`config.mk`:
```
export PLATFORM = sky130hd
export DESIGN_NAME = wesc_mac
export DESIGN_NICKNAME = d
export VERILOG_FILES = /design/src/rtl/core/wesc_pkg.sv /design/src/rtl/core/wesc_mac.sv
export SDC_FILE = /design/constraint.sdc
export NUM_CORES = 1
export LEC_CHECK = 0
export ABC_AREA = 1
export BUFFER_PORTS_ARGS = -buffer_cell sky130_fd_sc_hd__buf_2
export CAP_MARGIN = 25
export CORE_MARGIN = 2
export CORE_UTILIZATION = 55
export DETAILED_ROUTE_END_ITERATION = 10
export HOLD_SLACK_MARGIN = 0.06
export MAX_ROUTING_LAYER = met4
export PLACE_DENSITY = 0.82
export SETUP_SLACK_MARGIN = 0.05
export SLEW_MARGIN = 20
export SYNTH_ARGS = -nofsm -noshare
export SYNTH_HDL_FRONTEND = slang
export SYNTH_SLANG_ARGS = --single-unit
export TNS_END_PERCENT = 50
```
`constraint.sdc`:
```
create_clock -name clock -period 4.85 [get_ports clock]
set_input_delay 0.2425 -clock clock [delete_from_list [all_inputs] [get_ports clock]]
set_output_delay 0.2425 -clock clock [all_outputs]
set_load 0.02 [all_outputs]
```
`src/rtl/core/wesc_pkg.sv`:
```
// Shared types, constants and helpers of the windowed event score correlator.
package wesc_pkg;

   localparam int TIME_W     = 48;
   localparam int CAT_W      = 3;
   localparam int WIN_W      = 24;
   localparam int THR_W      = 10;
   localparam int WGT_W      = 4;
   localparam int CNT_W      = 7;
   localparam int SCORE_W    = 10;
   localparam int NUM_CAT    = 4;
   localparam int KEY_W      = NUM_CAT * CNT_W;
   localparam int ACC_W      = 13;
   localparam int CSR_IDX_W  = 3;
   localparam int CSR_DATA_W = 24;

   localparam logic [CNT_W-1:0]   CNT_MAX   = 7'd127;
   localparam logic [SCORE_W-1:0] SCORE_MAX = 10'd1023;

   localparam logic [CSR_IDX_W-1:0] REG_WINDOW    = 3'd0;
   localparam logic [CSR_IDX_W-1:0] REG_PRUNE     = 3'd1;
   localparam logic [CSR_IDX_W-1:0] REG_THRESHOLD = 3'd2;
   localparam logic [CSR_IDX_W-1:0] REG_WEIGHT0   = 3'd3;
   localparam logic [CSR_IDX_W-1:0] REG_WEIGHT1   = 3'd4;
   localparam logic [CSR_IDX_W-1:0] REG_WEIGHT2   = 3'd5;
   localparam logic [CSR_IDX_W-1:0] REG_WEIGHT3   = 3'd6;

   localparam logic [WIN_W-1:0] WINDOW_RST    = 24'd60000;
   localparam logic [WIN_W-1:0] PRUNE_RST     = 24'd5000;
   localparam logic [THR_W-1:0] THRESHOLD_RST = 10'd5;
   localparam logic [WGT_W-1:0] WEIGHT0_RST   = 4'd1;
   localparam logic [WGT_W-1:0] WEIGHT1_RST   = 4'd2;
   localparam logic [WGT_W-1:0] WEIGHT2_RST   = 4'd3;
   localparam logic [WGT_W-1:0] WEIGHT3_RST   = 4'd4;

   typedef logic [NUM_CAT-1:0][CNT_W-1:0] count_vec_type;
   typedef logic [NUM_CAT-1:0][WGT_W-1:0] weight_vec_type;

   typedef struct packed {
      logic [CAT_W-1:0]  cat;
      logic [TIME_W-1:0] t;
   } event_type;

   function automatic logic [CNT_W-1:0] sat_inc(input logic [CNT_W-1:0] value);
      sat_inc = (value == CNT_MAX) ? value : value + CNT_W'(1);
   endfunction

endpackage

```
`src/rtl/core/wesc_mac.sv`:
```
// Iterative multiply-accumulate that forms the saturated weighted score.
module wesc_mac (
   input  logic                               clock,
   input  logic                               reset,
   input  logic                               start,
   input  wesc_pkg::count_vec_type            counts,
   input  wesc_pkg::weight_vec_type           weights,
   output logic                               done,
   output logic [wesc_pkg::SCORE_W-1:0]       score
);
   import wesc_pkg::*;

   logic              busy_ff, busy_in;
   logic              done_ff, done_in;
   logic [1:0]        step_ff, step_in;
   logic [ACC_W-1:0]  acc_ff, acc_in;
   logic [WGT_W+CNT_W-1:0] product;

   assign product = weights[step_ff] * counts[step_ff];

   always_comb begin
      busy_in = busy_ff;
      done_in = 1'b0;
      step_in = step_ff;
      acc_in  = acc_ff;
      if (start) begin
         busy_in = 1'b1;
         step_in = 2'd0;
         acc_in  = '0;
      end else if (busy_ff) begin
         acc_in  = acc_ff + ACC_W'(product);
         step_in = step_ff + 2'd1;
         if (step_ff == 2'd3) begin
            busy_in = 1'b0;
            done_in = 1'b1;
         end
      end
   end

   always_ff @(posedge clock) begin
      if (reset) begin
         busy_ff <= 1'b0;
         done_ff <= 1'b0;
         step_ff <= 2'd0;
      end else begin
         busy_ff <= busy_in;
         done_ff <= done_in;
         step_ff <= step_in;
      end
      acc_ff <= acc_in;
   end

   assign done  = done_ff;
   assign score = (acc_ff > ACC_W'(SCORE_MAX)) ? SCORE_MAX : acc_ff[SCORE_W-1:0];

endmodule

```
==> run summary, run 1 <==
Slew headroom: 52.89%
post-detailed-placement half-perimeter wirelength: 4.664 mm
power per standard cell area: 390.4 nW/µm²
worst vdd ir: 0.3262 mV
Cells after Synth: 367
CP arrival: 4.48 ns
largest net degree at the start of global routing: 24
Worst Hold Depth: 2
Reg clk slew, reported paths: 0.08 ns
Setup WS pre-CTS: 0.5744 ns
HP Start: reset
outcome: finished, final reports clean
worst min-delay path class: in -> reg
drt first pass iters: 5
CP Max Fanout: 23
Tmin final: 4.307 ns
RR Startpoint: step_ff[1]$_SDFFE_PP0P_
post-synth top area share: 15.77%
Post-CTS Hold Buffers: 0
Die W: 69.78 µm
Max-cap violations: 0
die area: 4869 µm²
fraction of registers with async set/reset: 0%
commonest non-fill, non-tap cell in the layout: nand2_1
drt total wl: 5.614 mm
Filler Cell Count: 387
H-tree depth: 1
fin util: 66.44%
post-synthesis sequential area ratio: 14.30%
# diodes: 0
ys flop type: dfxtp_1
total power: 1.060 mW
Hold Path Sink: busy_ff$_SDFF_PP0_
post-DR vias/cell: 5.062
I/O Buffers: 57
clock buffer depth: 2
kind of critical path: reg -> reg
TritonCTS Sinks: 17
CP required: 5.02 ns
vias in the first global route: 2096
Hold Fails Final Rpt: 0
initial cell density of the core: 58.24%
final setup fails: 0
Fmax achieved: 232.2 MHz
Area Growth Syn to Fin: 14.09%
fin nets: 507
Clock Latency Late Sink: 0.26 ns
most frequent cells in the layout: nand2_1, inv_1, buf_2
flop-to-flop setup slack: 0.54 ns
share of cells above drive strength 1: 17.90%
CTS tree: built
Final ANT Viol Nets: 0
register bit total from synthesis: 17
I/O pin count: 58
global-route wire length before repair: 9.308 mm
root buffer cell: clkbuf_8
Syn Std Cell Area: 2380 µm²
synth top area cells: nand2_1, fa_1, dfxtp_1
drt drc: 0
Yosys top cell by area: nand2_1
row count: 23
EDFF count, synth: 0
Slew @ Worst Pin: 0.7028 ns
Setup Skew: 0.007201 ns
die height: 69.78 µm
Cell variety after synth: 26
GRT Util Overall: 23.99%
crit path capture type: register
Leak: 1.633 nW
post-cts resize count: 0
Net Count, Synth: 454
Setup WS post-layout: 0.5430 ns
Synthesis Warnings: 0
WL/cell: 11.97 µm
period utilization: 88.80%
Final Wtd Congestion: 0.9628
Pins Over Slew Limit: 0
final hold slack: 0.1489 ns
RSZ-0062 raised after global routing: false
Iter 0 DRT Violations: 109
DR vias: 2374
gr ovfl total: 0
syn_area_per_cell: 6.484 µm²
setup TNS: 0 ns
Post-CTS Setup Repair Bufs: 0
R2R cell count: 19
TritonCTS buffer count: 3
Setup crit start kind: register
area of the core: 4086 µm²
r2r endpoint: acc_ff[9]$_SDFFE_PP0P_
initial antenna violation count: 0
[worst max-delay path: stages, from the launching register on]
cell	delay, ns
dfxtp_1	0.31
inv_1	0.52
a21oi_1	0.11
a32oi_2	0.27
inv_2	0.10
nor2_1	0.17
fa_1	0.45
fa_1	0.55
inv_1	0.05
fa_1	0.49
inv_1	0.04
ha_1	0.34
a21oi_1	0.28
nor2_1	0.07
nor2_1	0.14
nand2_1	0.08
nand2_1	0.06
nand3_1	0.06
nand2_1	0.08
inv_1	0.04
[flip-flops by register name (all words and copies together), names as in the netlist]
| name | flops |
|---|---|
| acc_ff | 13 |
| step_ff | 2 |
| done | 1 |
| busy_ff | 1 |
[cell usage after synthesis, types with 2 or more instances]
master	number
fa_1	18
inv_1	78
nor2_1	37
a32oi_1	6
nand2_1	100
a21oi_1	28
clkbuf_1	3
nand4_1	3
xor2_1	3
buf_6	3
o21ai_0	6
buf_2	2
ha_1	22
nand3_1	21
inv_2	5
dfxtp_1	17
a32oi_2	5
a21o_1	2
[routing by layer]
layer  global-route usage [%]  part of all wire (%)  vias to the layer above
met5                        -                     0                        -
met4                    5.983                   1.7                        0
met3                    4.506                   5.6                       10
met2                    38.31                    47                       68
met1                    31.52                    46                     1058
li1                         -                     -                     1238
[report_power, final]
part	total (mW)	internal (mW)	switching, mW
clock	0.115	0.0573	0.0580
combinational	0.774	0.282	0.492
sequential	0.171	0.160	0.0108
[worst max path at each step]
stage	end	startpoint	cells after the start
final	acc_ff[9]$_SDFFE_PP0P_	step_ff[1]$_SDFFE_PP0P_	19
after global routing	acc_ff[9]$_SDFFE_PP0P_	step_ff[1]$_SDFFE_PP0P_	19
after CTS	acc_ff[9]$_SDFFE_PP0P_	step_ff[1]$_SDFFE_PP0P_	19
after detailed placement	acc_ff[9]$_SDFFE_PP0P_	step_ff[1]$_SDFFE_PP0P_	19
after global placement	acc_ff[9]$_SDFFE_PP0P_	step_ff[1]$_SDFFE_PP0P_	19
after floorplan	acc_ff[9]$_SDFFE_PP0P_	step_ff[0]$_SDFFE_PP0P_	19
[per-stage QoR]
| step | area [µm²] | std cells |
|---|---|---|
| global route | 2715 | 469 |
| floorplan | 2380 | 367 |
| CTS | 2715 | 469 |
| finish | 2715 | 469 |
| global placement | 2669 | 465 |
| detailed placement | 2669 | 465 |
[area by class of cell]
type	instances	area, µm²	area share [%]
clock inverter	1	5.005	0.1843
tap	50	62.56	2.304
timing repair buffer	58	292.8	10.78
multi-input combinational	257	1662	61.20
sequential	17	340.3	12.53
inverter	83	311.5	11.47
clock buffer	3	41.29	1.521
[kinds of logic after synthesis]
logic type	share of synthesized area [%]
AND/OR/NAND/NOR	27.97
AO/OA/AOI/OAI	14.04
flip-flops	14.30
buffers and inverters	15.88
XOR/XNOR	1.104
adder cells (fa/ha/maj)	26.71
No activity file was read; power rests on OpenSTA's default activity.
==> run 2, diff against run 1 <==
- clock period: 4.85 -> 4.95 ns (I/O delays scaled with it)
==> run 2 against run 1 <==
Compared with the run above: global-route usage is 0.36 points lower; sequential power is 2% lower; flip-flop and latch count unchanged; total power down 2.5%; combinational power is 3% lower; hold slack lost 0.00076 ns; fmax is 0.54% higher; cell count did not move; routed wire length is 2.2% lower; critical endpoint unchanged; largest cell class unchanged; largest power group unchanged; highest routed layer unchanged.
==> run summary, run 2 (synthesized netlist as in run 1, its figures left out) <==
outcome: finished, final reports clean
Seq pwr share: 16.2% (about the same)
clock share of power: 10.9% (about the same)
gr ovfl total: 0 (unchanged)
H-tree depth: 1 (unchanged)
DR vias: 2402 (+1.2%)
Hold Fails Final Rpt: 0 (unchanged)
TritonCTS Sinks: 17 (unchanged)
largest net degree at the start of global routing: 24 (unchanged)
TritonCTS buffer count: 3 (unchanged)
Pins Over Slew Limit: 0 (unchanged)
most frequent cells in the layout: nand2_1, inv_1, buf_2
initial antenna violation count: 0 (unchanged)
Post-CTS Setup Repair Bufs: 0 (unchanged)
drt total wl: 5.488 mm (-2.2%)
kind of critical path: reg -> reg
CTS tree: built
worst min-delay path class: in -> reg
Tmin final: 4.284 ns (-0.02318 ns)
Leak: 1.633 nW (unchanged)
vias in the first global route: 2136 (+1.9%)
largest reg by FF count: acc_ff
grt met3 use: 4.360% (-0.15 points)
initial cell density of the core: 58.24% (unchanged)
Setup Skew: 0.006527 ns (-0.0006745 ns)
internal power: 0.4895 mW (-2.0%)
met1 global-route usage: 30.65% (-0.87 points)
drt first pass iters: 4 (-1)
root buffer cell: clkbuf_8
row count: 23 (unchanged)
Comb pwr share: 72.9% (about the same)
largest registers: acc_ff: 13 flops, step_ff: 2 flops
die area: 4869 µm² (unchanged)
I/O Buffers: 57 (unchanged)
CP Max Fanout: 23 (unchanged)
max reg flops: 13 (unchanged)
Psw: 0.5437 mW (-3.0%)
drt drc: 0 (unchanged)
Final ANT Viol Nets: 0 (unchanged)
setup TNS: 0 ns (unchanged)
Net Sw Frac: 52.62% (-0.25 points)
Setup WS post-layout: 0.6662 ns (+0.1232 ns)
Reg clk slew, reported paths: 0.08 ns (about the same)
die height: 69.78 µm (unchanged)
I/O pin count: 58 (unchanged)
# diodes: 0 (unchanged)
Final Wtd Congestion: 0.9628 (unchanged)
Iter 0 DRT Violations: 122 (+12%)
Area Growth Syn to Fin: 14.09% (unchanged)
Die W: 69.78 µm (unchanged)
Top Usage Layer GRT: met2
Clock Latency Late Sink: 0.26 ns (about the same)
power per standard cell area: 380.5 nW/µm² (-2.5%)
global-route wire length before repair: 9.246 mm (-0.67%)
post-detailed-placement half-perimeter wirelength: 4.633 mm (-0.66%)
commonest non-fill, non-tap cell in the layout: nand2_1
clock buffer depth: 2 (unchanged)
final instance count without filler cells: 469 (unchanged)
fin nets: 507 (unchanged)
met2 usage in global routing: 38.41% (+0.11 points)
post-DR vias/cell: 5.122 (+1.2%)
fin util: 66.44% (unchanged)
Max-cap violations: 0 (unchanged)
final setup fails: 0 (unchanged)
Setup WS pre-CTS: 0.6834 ns (+0.1089 ns)
share of cells above drive strength 1: 17.90% (unchanged)
Slew headroom: 53.31% (+0.42 points)
Post-CTS Hold Buffers: 0 (unchanged)
final hold slack: 0.1482 ns (-0.0007600 ns)
Fmax achieved: 233.4 MHz (+0.54%)
crit path capture type: register
RSZ-0062 raised after global routing: false
Slew @ Worst Pin: 0.6966 ns (-0.006228 ns)
area of the core: 4086 µm² (unchanged)
post-cts resize count: 0 (unchanged)
GRT Util Overall: 23.64% (-0.36 points)
placed cells: 465 (unchanged)
WL/cell: 11.70 µm (-2.2%)
worst vdd ir: 0.3284 mV (+0.68%)
period utilization: 86.54% (-2.3 points)
CP required: 5.12 ns (+0.10 ns)
Setup crit start kind: register
CP arrival: 4.46 ns (-0.02 ns)
==> run 2: cell counts in the layout (fill, tap and decap cells not counted) <==
Identical to the previous run, type by type.
==> run 2: final timing paths <==
path	slack (ns)	to	depth (start not counted)	startpoint
hold reg to reg	0.49	acc_ff[1]$_SDFFE_PP0P_	2	acc_ff[1]$_SDFFE_PP0P_
hold / removal	0.15	busy_ff$_SDFF_PP0_	2	reset
setup reg to reg	0.67	acc_ff[9]$_SDFFE_PP0P_	19	step_ff[1]$_SDFFE_PP0P_
setup / recovery	0.67	acc_ff[9]$_SDFFE_PP0P_	19	step_ff[1]$_SDFFE_PP0P_
==> run 2: through the flow <==
| stage | area [µm²] | total power [mW] |
|---|---|---|
| global route | 2715 | 1.154 |
| finish | 2715 | 1.033 |
| floorplan | 2380 | 0.7522 |
| detailed placement | 2669 | 0.9242 |
| global placement | 2669 | 0.8990 |
| CTS | 2715 | 1.039 |
==> run 2: final cells by class <==
| type | instances | area [µm²] |
|---|---|---|
| clock buffer | 3 | 41.29 |
| clock inverter | 1 | 5.005 |
| fill | 384 | 1371 |
| inverter | 83 | 311.5 |
| multi-input combinational | 257 | 1662 |
| sequential | 17 | 340.3 |
| tap | 50 | 62.56 |
| timing repair buffer | 58 | 292.8 |
==> run 2: power groups by stage <==
| stage | combinational (mW) | sequential, mW | clock, mW |
|---|---|---|---|
| 6_report | 0.754 | 0.167 | 0.112 |
| 3_5_place_dp | 0.754 | 0.171 | 0 |
| 2_1_floorplan | 0.585 | 0.167 | 0 |
| 5_1_grt | 0.867 | 0.169 | 0.118 |
| 3_3_place_gp | 0.729 | 0.170 | 0 |
| 4_1_cts | 0.758 | 0.167 | 0.114 |
==> run 2: routing by layer <==
layer / share of wire [%] / wire (µm)
met1: 45 / 2458
met2: 47 / 2588
met3: 6.3 / 344
met4: 1.8 / 97
met5: 0 / 0
==> run 2: worst max-delay path, stage by stage, from the launching register on <==
cell     delay [ns]
dfxtp_1        0.31
inv_1          0.51
a21oi_1        0.11
a32oi_2        0.28
inv_2          0.10
nor2_1         0.14
fa_1           0.46
fa_1           0.55
inv_1          0.05
fa_1           0.49
inv_1          0.04
ha_1           0.34
a21oi_1        0.28
nor2_1         0.07
nor2_1         0.14
nand2_1        0.08
nand2_1        0.07
nand3_1        0.06
nand2_1        0.08
inv_1          0.04
